<file path="config.mk">
export PLATFORM = sky130hd
export DESIGN_NAME = radix_digit_converter
export DESIGN_NICKNAME = d
export VERILOG_FILES = /design/src/hw/rtl/rdc_pkg.sv /design/src/hw/rtl/rdc_div.sv /design/src/hw/rtl/rdc_mem.sv /design/src/hw/rtl/radix_digit_converter.sv
export SDC_FILE = /design/constraint.sdc
export NUM_CORES = 1
export LEC_CHECK = 0
export ABC_AREA = 1
export BUFFER_PORTS_ARGS = -buffer_cell sky130_fd_sc_hd__buf_2
export CELL_PAD_IN_SITES_DETAIL_PLACEMENT = 2
export CELL_PAD_IN_SITES_GLOBAL_PLACEMENT = 2
export CORE_AREA = 2 2 233 235
export CTS_CLUSTER_SIZE = 20
export DETAILED_ROUTE_END_ITERATION = 6
export DIE_AREA = 0 0 235 237
export MAX_ROUTING_LAYER = met4
export PLACE_DENSITY_LB_ADDON = 0.1
export SKIP_LAST_GASP = 1
export SLEW_MARGIN = 20
export SYNTH_ARGS = -nofsm -noshare
export SYNTH_HDL_FRONTEND = slang
export SYNTH_SLANG_ARGS = --single-unit
</file>
<file path="constraint.sdc">
create_clock -name clk -period 15.25 [get_ports clk]
set_clock_uncertainty 0.15 [all_clocks]
set_input_delay 1.525 -clock clk [delete_from_list [all_inputs] [get_ports clk]]
set_output_delay 1.525 -clock clk [all_outputs]
set_load 0.05 [all_outputs]
</file>
<file path="src/hw/rtl/rdc_pkg.sv">
// ----------------------------------------------------------------------------
// rdc_pkg
// Types, constants and helpers shared by the radix digit converter.
// ----------------------------------------------------------------------------
package rdc_pkg;

  localparam int VALUE_BITS = 32;
  localparam int CNT_W      = $clog2(VALUE_BITS + 1);
  localparam int ADDR_W     = $clog2(VALUE_BITS);
  localparam int DIV_STEPS  = 8;

  localparam logic [5:0] RADIX_MIN = 6'd2;
  localparam logic [5:0] RADIX_MAX = 6'd36;
  localparam logic [5:0] DIGIT_TEN = 6'd10;
  localparam logic [6:0] CHAR_ZERO = 7'h30;
  localparam logic [6:0] CHAR_A    = 7'h41;

  typedef struct packed {
    logic [31:0] value;
    logic [5:0]  radix;
  } in_t;

  typedef struct packed {
    logic [6:0] digit_char;
    logic       last;
    logic       bad_radix;
  } out_t;

  typedef enum logic [2:0] {
    ST_IDLE,
    ST_BAD,
    ST_DIV_LOAD,
    ST_DIV_WAIT,
    ST_EMIT_RD,
    ST_EMIT_WR
  } state_t;

  function automatic logic [6:0] digit_to_ascii(input logic [5:0] d);
    if (d < DIGIT_TEN) begin
      return CHAR_ZERO + {1'b0, d};
    end else begin
      return CHAR_A + {1'b0, d} - {1'b0, DIGIT_TEN};
    end
  endfunction

endpackage

</file>
<file path="src/hw/rtl/rdc_div.sv">
// ----------------------------------------------------------------------------
// rdc_div
// Iterative restoring divider, several quotient bits per cycle.
// ----------------------------------------------------------------------------
module rdc_div (
  input  logic                           clk,
  input  logic                           rst_n,
  input  logic                           start,
  input  logic [rdc_pkg::VALUE_BITS-1:0] dividend,
  input  logic [5:0]                     divisor,
  output logic                           done,
  output logic [rdc_pkg::VALUE_BITS-1:0] quotient,
  output logic [5:0]                     remainder
);

  logic [rdc_pkg::VALUE_BITS-1:0] q_r, q_nxt;
  logic [5:0]                     rem_r, rem_nxt;
  logic [5:0]                     dvs_r;
  logic [rdc_pkg::CNT_W-1:0]      left_r, left_nxt;
  logic                           busy_r, done_r;
  logic [6:0]                     rem7;
  logic                           ge;

  always_comb begin
    q_nxt   = q_r;
    rem_nxt = rem_r;
    rem7    = '0;
    ge      = 1'b0;
    for (int s = 0; s < rdc_pkg::DIV_STEPS; s++) begin
      if (s < int'(left_r)) begin
        rem7 = {rem_nxt, q_nxt[rdc_pkg::VALUE_BITS-1]};
        ge   = (rem7 >= {1'b0, dvs_r});
        if (ge) begin
          rem_nxt = 6'(rem7 - {1'b0, dvs_r});
        end else begin
          rem_nxt = rem7[5:0];
        end
        q_nxt = {q_nxt[rdc_pkg::VALUE_BITS-2:0], ge};
      end
    end
    if (int'(left_r) > rdc_pkg::DIV_STEPS) begin
      left_nxt = left_r - rdc_pkg::CNT_W'(rdc_pkg::DIV_STEPS);
    end else begin
      left_nxt = '0;
    end
  end

  always_ff @(posedge clk) begin
    if (!rst_n) begin
      busy_r <= 1'b0;
      done_r <= 1'b0;
      left_r <= '0;
    end else begin
      done_r <= 1'b0;
      if (start) begin
        busy_r <= 1'b1;
        left_r <= rdc_pkg::CNT_W'(rdc_pkg::VALUE_BITS);
      end else if (busy_r) begin
        left_r <= left_nxt;
        if (left_nxt == '0) begin
          busy_r <= 1'b0;
          done_r <= 1'b1;
        end
      end
    end
  end

  always_ff @(posedge clk) begin
    if (start) begin
      q_r   <= dividend;
      rem_r <= '0;
      dvs_r <= divisor;
    end else if (busy_r) begin
      q_r   <= q_nxt;
      rem_r <= rem_nxt;
    end
  end

  assign done      = done_r;
  assign quotient  = q_r;
  assign remainder = rem_r;

endmodule

</file>
<file path="src/hw/rtl/rdc_mem.sv">
// ----------------------------------------------------------------------------
// rdc_mem
// Digit store: one write port, one read port with registered read data.
// ----------------------------------------------------------------------------
module rdc_mem (
  input  logic                       clk,
  input  logic                       we,
  input  logic [rdc_pkg::ADDR_W-1:0] waddr,
  input  logic [5:0]                 wdata,
  input  logic                       re,
  input  logic [rdc_pkg::ADDR_W-1:0] raddr,
  output logic [5:0]                 rdata
);

  logic [5:0] mem_r [rdc_pkg::VALUE_BITS];
  logic [5:0] rdata_r;

  always_ff @(posedge clk) begin
    if (we) begin
      mem_r[waddr] <= wdata;
    end
  end

  always_ff @(posedge clk) begin
    if (re) begin
      rdata_r <= mem_r[raddr];
    end
  end

  assign rdata = rdata_r;

endmodule

</file>
<file path="src/hw/rtl/radix_digit_converter.sv">
// ----------------------------------------------------------------------------
// radix_digit_converter
// Converts an unsigned value to ASCII digits in a base from 2 to 36.
// ----------------------------------------------------------------------------
// One item in, one character item out per digit, most significant digit first,
// with last set on the final one. A base outside 2..36 gives a single item
// with digit_char 0 and bad_radix set. Items are handled one at a time: the
// digits are found by repeated division in an iterative divider that retires
// 8 quotient bits per cycle, stored least significant first in a small digit
// memory, then read back from the top, each character taking a read state and
// then an output state because of the memory's registered read. The next item
// is taken once the last character has been loaded into the output register.
module radix_digit_converter (
  input  logic          clk,
  input  logic          rst_n,
  input  logic          in_valid,
  output logic          in_stall,
  input  rdc_pkg::in_t  in_data,
  output logic          out_valid,
  input  logic          out_stall,
  output rdc_pkg::out_t out_data
);

  rdc_pkg::state_t state_r, state_nxt;

  logic [rdc_pkg::VALUE_BITS-1:0] rem_val_r, rem_val_nxt;
  logic [5:0]                     radix_r, radix_nxt;
  logic [rdc_pkg::CNT_W-1:0]      count_r, count_nxt;
  logic [rdc_pkg::ADDR_W-1:0]     idx_r, idx_nxt;
  logic                           out_valid_r, out_valid_nxt;
  rdc_pkg::out_t                  out_data_r, out_data_nxt;

  logic                           bad;
  logic                           out_free;
  logic                           div_start, div_done;
  logic [rdc_pkg::VALUE_BITS-1:0] div_quot;
  logic [5:0]                     div_rem;
  logic                           mem_we, mem_re;
  logic [5:0]                     mem_rdata;

  assign bad      = !(in_data.radix inside {[rdc_pkg::RADIX_MIN:rdc_pkg::RADIX_MAX]});
  assign out_free = !out_valid_r || !out_stall;

  rdc_div u_div (
    .clk       (clk),
    .rst_n     (rst_n),
    .start     (div_start),
    .dividend  (rem_val_r),
    .divisor   (radix_r),
    .done      (div_done),
    .quotient  (div_quot),
    .remainder (div_rem)
  );

  rdc_mem u_mem (
    .clk   (clk),
    .we    (mem_we),
    .waddr (count_r[rdc_pkg::ADDR_W-1:0]),
    .wdata (div_rem),
    .re    (mem_re),
    .raddr (idx_r),
    .rdata (mem_rdata)
  );

  // next state
  always_comb begin
    state_nxt = state_r;
    case (state_r)
      rdc_pkg::ST_IDLE: begin
        if (in_valid) begin
          state_nxt = bad ? rdc_pkg::ST_BAD : rdc_pkg::ST_DIV_LOAD;
        end
      end
      rdc_pkg::ST_BAD: begin
        if (out_free) begin
          state_nxt = rdc_pkg::ST_IDLE;
        end
      end
      rdc_pkg::ST_DIV_LOAD: begin
        state_nxt = rdc_pkg::ST_DIV_WAIT;
      end
      rdc_pkg::ST_DIV_WAIT: begin
        if (div_done) begin
          state_nxt = (div_quot == '0) ? rdc_pkg::ST_EMIT_RD : rdc_pkg::ST_DIV_LOAD;
        end
      end
      rdc_pkg::ST_EMIT_RD: begin
        state_nxt = rdc_pkg::ST_EMIT_WR;
      end
      rdc_pkg::ST_EMIT_WR: begin
        if (out_free) begin
          state_nxt = (idx_r == '0) ? rdc_pkg::ST_IDLE : rdc_pkg::ST_EMIT_RD;
        end
      end
      default: begin
        state_nxt = rdc_pkg::ST_IDLE;
      end
    endcase
  end

  // outputs and datapath
  always_comb begin
    in_stall      = (state_r != rdc_pkg::ST_IDLE);
    div_start     = 1'b0;
    mem_we        = 1'b0;
    mem_re        = 1'b0;
    rem_val_nxt   = rem_val_r;
    radix_nxt     = radix_r;
    count_nxt     = count_r;
    idx_nxt       = idx_r;
    out_valid_nxt = out_valid_r && out_stall;
    out_data_nxt  = out_data_r;
    case (state_r)
      rdc_pkg::ST_IDLE: begin
        if (in_valid) begin
          rem_val_nxt = bad ? '0 : rdc_pkg::VALUE_BITS'(in_data.value);
          radix_nxt   = in_data.radix;
          count_nxt   = '0;
        end
      end
      rdc_pkg::ST_BAD: begin
        if (out_free) begin
          out_valid_nxt           = 1'b1;
          out_data_nxt.digit_char = '0;
          out_data_nxt.last       = 1'b1;
          out_data_nxt.bad_radix  = 1'b1;
        end
      end
      rdc_pkg::ST_DIV_LOAD: begin
        div_start = 1'b1;
      end
      rdc_pkg::ST_DIV_WAIT: begin
        if (div_done) begin
          mem_we      = 1'b1;
          rem_val_nxt = div_quot;
          count_nxt   = count_r + 1'b1;
          if (div_quot == '0) begin
            idx_nxt = count_r[rdc_pkg::ADDR_W-1:0];
          end
        end
      end
      rdc_pkg::ST_EMIT_RD: begin
        mem_re = 1'b1;
      end
      rdc_pkg::ST_EMIT_WR: begin
        if (out_free) begin
          out_valid_nxt           = 1'b1;
          out_data_nxt.digit_char = rdc_pkg::digit_to_ascii(mem_rdata);
          out_data_nxt.last       = (idx_r == '0);
          out_data_nxt.bad_radix  = 1'b0;
          if (idx_r != '0) begin
            idx_nxt = idx_r - 1'b1;
          end
        end
      end
      default: begin
        in_stall = 1'b1;
      end
    endcase
  end

  always_ff @(posedge clk) begin
    if (!rst_n) begin
      state_r     <= rdc_pkg::ST_IDLE;
      out_valid_r <= 1'b0;
      rem_val_r   <= '0;
      count_r     <= '0;
      idx_r       <= '0;
      radix_r     <= '0;
    end else begin
      state_r     <= state_nxt;
      out_valid_r <= out_valid_nxt;
      rem_val_r   <= rem_val_nxt;
      count_r     <= count_nxt;
      idx_r       <= idx_nxt;
      radix_r     <= radix_nxt;
    end
  end

  always_ff @(posedge clk) begin
    out_data_r <= out_data_nxt;
  end

  assign out_valid = out_valid_r;
  assign out_data  = out_data_r;

endmodule

</file>
==> results.md, run 1 <==
- Arrival @ worst endpoint: 14.10 ns
- CP dominant cell by count: nand2_1
- R2R Path End: u_div.quotient[0]$_DFFE_PP_
- All-Layer GR Usage: 25.8%
- Hold Path End: u_div.dvs_r[3]$_DFFE_PP_
- Reg2Reg Launch Point: u_div.quotient[31]$_DFFE_PP_
- Critical path required time: 15.41 ns
- Fmax achieved: 71.7 MHz
- Final cycle utilization of the critical path: 91.4%
- FF-to-FF path depth: 92
- Finished Layout Cells: 2968
- Num rows: 85
- Vias per cell: 5.64
- Distinct cells, synth: 54
- Clock sink count: 311
- VDD IR-drop max: 0.215 mV
- Die area: 0.0557 mm^2
- Post-Place Worst Slack: -0.555 ns
- Syn_area_per_cell: 8.32 um^2
- Cell accounting for the most synthesized area: edfxtp_1
- R2R Setup Slk: 1.31 ns
- WS Path Type: flop to flop
- Htree depth: 2
- Worst rel slew slack: 30.2%
- Worst path max stage delay: 0.49 ns
- PwrDens: 234 mW/mm^2
- Router iterations before antenna repair: 5
- DRC viols: 0
- Worst Slack Setup Final: 1.31 ns
- Final Slew Violations: 0
- Crit path time final: 13.94 ns
- Worst-case clock buffer depth: 3
- Placed cells: 2886
- Seq/Total Area, Yosys: 47.2%
- Antenna-violating nets left: 0
- Worst Tran Pin Value: 1.04 ns
- # hold bufs at CTS: 0
- Post-Syn Nets: 2319
- Routed WL: 70600 um
- Post-DP HPWL: 48500 um
- Final #Nets: 2353
- Total of max-cap violations: 0
- Hold Path Cell Cnt: 0
- Layout cells sized above 1: 11.0%
- Top cells by area, synth: edfxtp_1 (40%), nand2_1 (8.7%), o21ai_0 (7.9%), dfxtp_1 (7.2%), nor2_1 (4.4%)
- Post-synth EDFFs: 245
- Main synth FF type: edfxtp_1
- Vias: 16.7k
- Critical path's slowest cell: edfxtp_1
- Largest net degree at the start of global routing: 58
- Grt ovf: 0
- Vias in the first global route: 18.4k
- Mapped Cells: 2211
- Yosys Warn Count: 0
- Share of the synthesized area in the top cell type: 40.0%
- Routability cong.: 0.807
- CP max FO: 8
- Placeable core region: 0.0533 mm^2
- TritonCTS clock tree: built
- Worst-path clk slew: 0.06 ns
- Clk_lat worst skew: 0.58 ns
- Buf/Inv on CP: 10
- Die Y-Extent: 237 um
- Routed length per instance: 23.8 um
- Antenna violations before repair: 0
- Num CTS Buffers: 38
- Layout area overhead: 13.6%
- CP Capture Type: flop
- Antenna diodes: 0
- Final Setup Violations: 0
- Initial cell density of the core: 34.5%
- Ys async rst share: 0%
- Mapped cell area: 0.0184 mm^2
- Status: finished, final reports clean
- Port bufs: 52
- Hold Path Class: flop to flop
- Final hold violations: 0
- First-pass GRT wire length: 109000 um
- Startpoint class of the critical path: flop
- Most frequent cells in the layout: nand2_1 (420), o21ai_0 (288), edfxtp_1 (245), nor2_1 (214), inv_1 (161)
- CTS Root Cell: clkbuf_16
- Hold_sp: radix_r[3]$_SDFFE_PN0P_
- Pleak: 8.28 nW
- Die Width: 235 um
- Post-synthesis register bit count: 311
- Top-level I/O count: 53
- Leading cell type in the layout, fill and taps excluded: nand2_1
- Delay-heaviest family, CP: simple AND/OR/NAND/NOR gates
- Number of DRC markers in iteration 0: 862
how the worst max path moves through the flow:
stage | startpoint | to | cells after the start
3_5_place_dp | u_div.remainder[0]$_SDFFE_PP0P_ | u_div.quotient[0]$_DFFE_PP_ | 92
4_1_cts | u_div.dvs_r[4]$_DFFE_PP_ | u_div.remainder[3]$_SDFFE_PP0P_ | 95
5_1_grt | u_div.dvs_r[5]$_DFFE_PP_ | u_div.remainder[3]$_SDFFE_PP0P_ | 100
6_report | u_div.quotient[31]$_DFFE_PP_ | u_div.quotient[0]$_DFFE_PP_ | 92
2_1_floorplan | u_div.remainder[3]$_SDFFE_PP0P_ | u_div.quotient[0]$_DFFE_PP_ | 87
3_3_place_gp | u_div.remainder[0]$_SDFFE_PP0P_ | u_div.quotient[0]$_DFFE_PP_ | 91
what timing repair did:
item | in CTS | in global routing
buffers inserted | 0 | 15
pin swaps | 1 | 11
setup endpoints to repair | 7 | 7
endpoints found under the hold margin | 0 | 0
gates resized for setup | 5 | 30
layer usage:
metal	vias to the layer above	share of wire [%]	track usage, %
met2	232	52	46.4
met5	-	0	-
li1	7835	-	-
met1	8554	43	30.1
met3	106	2.9	2.90
met4	0	2.5	7.61
through the flow:
| step | power (mW) | hold slack, ns | TNS [ns] | util, % | instance area, um^2 |
|---|---|---|---|---|---|
| after CTS | 4.76 | 0.297 | 0 | 38.8 | 20700 |
| after global routing | 5.31 | 0.306 | -0.773 | 39.2 | 20900 |
| after detailed placement | 3.82 | 0.276 | -3.69 | 36.5 | 19400 |
| after floorplan | 3.00 | 0.259 | 0 | - | 18400 |
| final | 4.90 | 0.294 | 0 | 39.2 | 20900 |
| after global placement | 3.72 | 0.276 | 0 | 36.5 | 19400 |
synth_stat cells (all sizes together) (12+ instances only):
master,number
dfxtp,66
o211ai,12
nand3,171
a31oi,16
buf,17
inv,174
ha,58
edfxtp,245
o22ai,32
o221ai,48
clkbuf,101
nand2,439
mux2i,20
a21oi,149
o21ai,307
xnor2,13
xor2,18
nor3,16
nor2,222
nand4,15
report_power, final:
part | total [mW] | leakage, nW | internal (mW) | switching, mW
Clock | 0.896 | 0.581 | 0.512 | 0.385
Combinational | 2.88 | 4.84 | 0.966 | 1.92
Sequential | 1.12 | 2.87 | 1.07 | 0.0530
area by class of cell:
class / count / area, um^2
Fill cell: 5973 / 32400
Multi-Input combinational cell: 1602 / 8750
Sequential cell: 311 / 8680
Clock buffer: 58 / 1090
Tap cell: 696 / 871
Timing Repair Buffer: 112 / 711
Inverter: 180 / 682
Clock inverter: 9 / 119
registers in the layout, summed over array words and instances (netlist names):
name	cells
u_div.remainder	6
rem_val_r	32
u_mem.rdata	6
state_r	3
u_div.quotient	32
u_div.busy_r	1
u_div.done	1
count_r	5
u_div.left_r	6
out_data	9
u_mem.mem_r	192
radix_r	6
u_div.dvs_r	6
idx_r	5
out_valid	1
cell families (layout without fill, tap and decap cells):
group	Yosys count	after routing	share of synthesized area [%]
AND/OR/NAND/NOR	883	883	20.7
AO/OA/AOI/OAI	602	602	18.6
flip-flops	311	311	47.2
buffers and inverters	298	359	6.18
adder cells (fa/ha/maj)	66	66	4.82
XOR/XNOR	31	31	1.48
multiplexers	20	20	1.09
No activity file was read; power rests on OpenSTA's default activity.
==> inputs of run 2 (changes only) <==
==> constraint.sdc (replaced) <==
create_clock -name clk -period 12.4 [get_ports clk]
set_clock_uncertainty 0.15 [all_clocks]
set_input_delay 1.24 -clock clk [delete_from_list [all_inputs] [get_ports clk]]
set_output_delay 1.24 -clock clk [all_outputs]
set_load 0.05 [all_outputs]
==> results.md, run 2 (same netlist as run 1, synthesis figures left out) <==
- Delay-heaviest family, CP: simple AND/OR/NAND/NOR gates
- Post-DP HPWL: 49100 um
- Sw Pwr: 3.49 mW
- WS Path Type: flop to flop
- Routed WL: 75400 um
- DRC viols: 0
- Int Pwr: 4.12 mW
- Largest register by flop count: u_mem.mem_r
- Leading cell type in the layout, fill and taps excluded: nand2_1
- Sw Ratio: 45.9%
- Status: complete, but fails checks
- Total of max-cap violations: 0
- TritonCTS clock tree: built
- Port bufs: 52
- Htree depth: 2
- VDD IR-drop max: 0.317 mV
- All-Layer GR Usage: 27.0%
- Hold Path End: u_div.dvs_r[4]$_DFFE_PP_
- Fin area: 0.0228 mm^2
- Antenna-violating nets left: 0
- Placed cells: 2930
- Reg2Reg Launch Point: u_div.dvs_r[5]$_DFFE_PP_
- Most frequent cells in the layout: nand2_1 (380), o21ai_0 (286), edfxtp_1 (245), nor2_1 (208), buf_4 (188)
- Worst Tran Pin Value: 1.05 ns
- PwrDens: 334 mW/mm^2
- Layout area overhead: 24.0%
- Final Setup Violations: 7
- Vias: 17.5k
- # hold bufs at CTS: 0
- First-pass GRT wire length: 114000 um
- CP Capture Type: flop
- Die Width: 235 um
- Antenna violations before repair: 0
- Routed length per instance: 24.2 um
- Die Y-Extent: 237 um
- Post-Place Worst Slack: -0.848 ns
- Top-level I/O count: 53
- R2R Path End: u_div.quotient[0]$_DFFE_PP_
- Seq pwr share: 18.1%
- Pleak: 9.08 nW
- Largest net degree at the start of global routing: 54
- Worst Slack Setup Final: -0.450 ns
- Worst-case clock buffer depth: 3
- Placeable core region: 0.0533 mm^2
- Number of DRC markers in iteration 0: 856
- Initial cell density of the core: 34.5%
- Max reg flops: 192
- Final #Nets: 2492
- Antenna diodes: 0
- Worst rel slew slack: 29.6%
- Worst-path clk slew: 0.06 ns
- Final Slew Violations: 0
- Clock sink count: 311
- Hold Path Class: flop to flop
- Hold_sp: radix_r[4]$_SDFFE_PN0P_
- Num CTS Buffers: 39
- FF-to-FF path depth: 88
- Die area: 0.0557 mm^2
- Filler cells: 5894
- Final hold violations: 0
- Router iterations before antenna repair: 5
- Worst path max stage delay: 0.36 ns
- Hold Path Cell Cnt: 0
- CP max FO: 7
- Layout cells sized above 1: 22.3%
- Tot Pwr: 7.61 mW
- Final cycle utilization of the critical path: 104%
- Grt ovf: 0
- Finished Layout Cells: 3111
- Crit path time final: 12.85 ns
- Startpoint class of the critical path: flop
- Critical path required time: 12.53 ns
- Failing checks: negative setup slack
- Combinational share of power: 66.5%
- CTS Root Cell: clkbuf_16
- Arrival @ worst endpoint: 12.98 ns
- Clock share of power: 15.4%
- R2R Setup Slk: -0.45 ns
- Buf/Inv on CP: 8
- Fmax achieved: 77.8 MHz
- RSZ-0062 raised after global routing: yes
- Routability cong.: 0.825
- Num rows: 85
- Clk_lat worst skew: 0.57 ns
- Area after detailed placement: 0.0200 mm^2
- Vias in the first global route: 19.3k
- Critical path's slowest cell: edfxtp_1
- Vias per cell: 5.63
- Post-route setup TNS: -2.83 ns
run 2: layout make-up:
cell class	count	area [um^2]	area share [%]
repair buffers	250	1780	7.82
flip-flops and latches	311	8690	38.1
well taps	696	871	3.82
multi-input cells	1602	9470	41.5
inverters	180	693	3.04
clock inverters	19	209	0.916
clock buffers	53	1110	4.86
run 2: per-stage QoR:
stage / util (%) / hold slack [ns]
after floorplan: - / 0.259
final: 42.8 / 0.295
after CTS: 41.7 / 0.289
after global placement: 37.5 / 0.279
after detailed placement: 37.5 / 0.276
after global routing: 42.8 / 0.311
run 2: how the worst max path moves through the flow:
stage,start,endpoint,slack [ns],cells past startpoint
2_1_floorplan,u_div.dvs_r[2]$_DFFE_PP_,u_div.quotient[0]$_DFFE_PP_,-0.04,97
3_3_place_gp,u_div.dvs_r[2]$_DFFE_PP_,u_div.quotient[0]$_DFFE_PP_,-0.05,92
3_5_place_dp,u_div.dvs_r[4]$_DFFE_PP_,u_div.quotient[0]$_DFFE_PP_,-0.85,93
4_1_cts,u_div.dvs_r[2]$_DFFE_PP_,u_div.remainder[0]$_SDFFE_PP0P_,0.007,99
5_1_grt,u_div.dvs_r[2]$_DFFE_PP_,u_div.remainder[3]$_SDFFE_PP0P_,-1.28,91
6_report,u_div.dvs_r[5]$_DFFE_PP_,u_div.quotient[0]$_DFFE_PP_,-0.45,88
run 2: worst reg2reg max path, delay by kind of cell, from the launching register on:
kind,cells,cell delay (ns)
fa+ha+maj,8,1.95
simple gates,48,5.08
compound gates,24,4.19
buf+inv,8,0.84
flops,1,0.36
run 2: layer usage:
layer | GRT usage (%) | up-vias | share of wire (%)
met5 | - | - | 0
met1 | 31.0 | 8953 | 42
met2 | 48.4 | 277 | 52
li1 | - | 8118 | -
met3 | 2.70 | 167 | 2.6
met4 | 10.8 | 0 | 4.0
run 2: power groups by stage:
stage	registers [mW]	clock network [mW]	logic, mW
final	1.38	1.17	5.06
after global routing	1.39	1.24	5.50
after CTS	1.38	1.20	4.40
after detailed placement	1.40	0	3.69
after global placement	1.40	0	3.55
after floorplan	1.42	0	2.43
run 2: repair_timing:
action                     4_1_cts  5_1_grt
gates resized for setup         54      103
gates cloned                     0        0
buffers inserted                81       30
setup endpoints to repair        7        7
pin swaps                       57       83
hold endpoints to repair         0        0
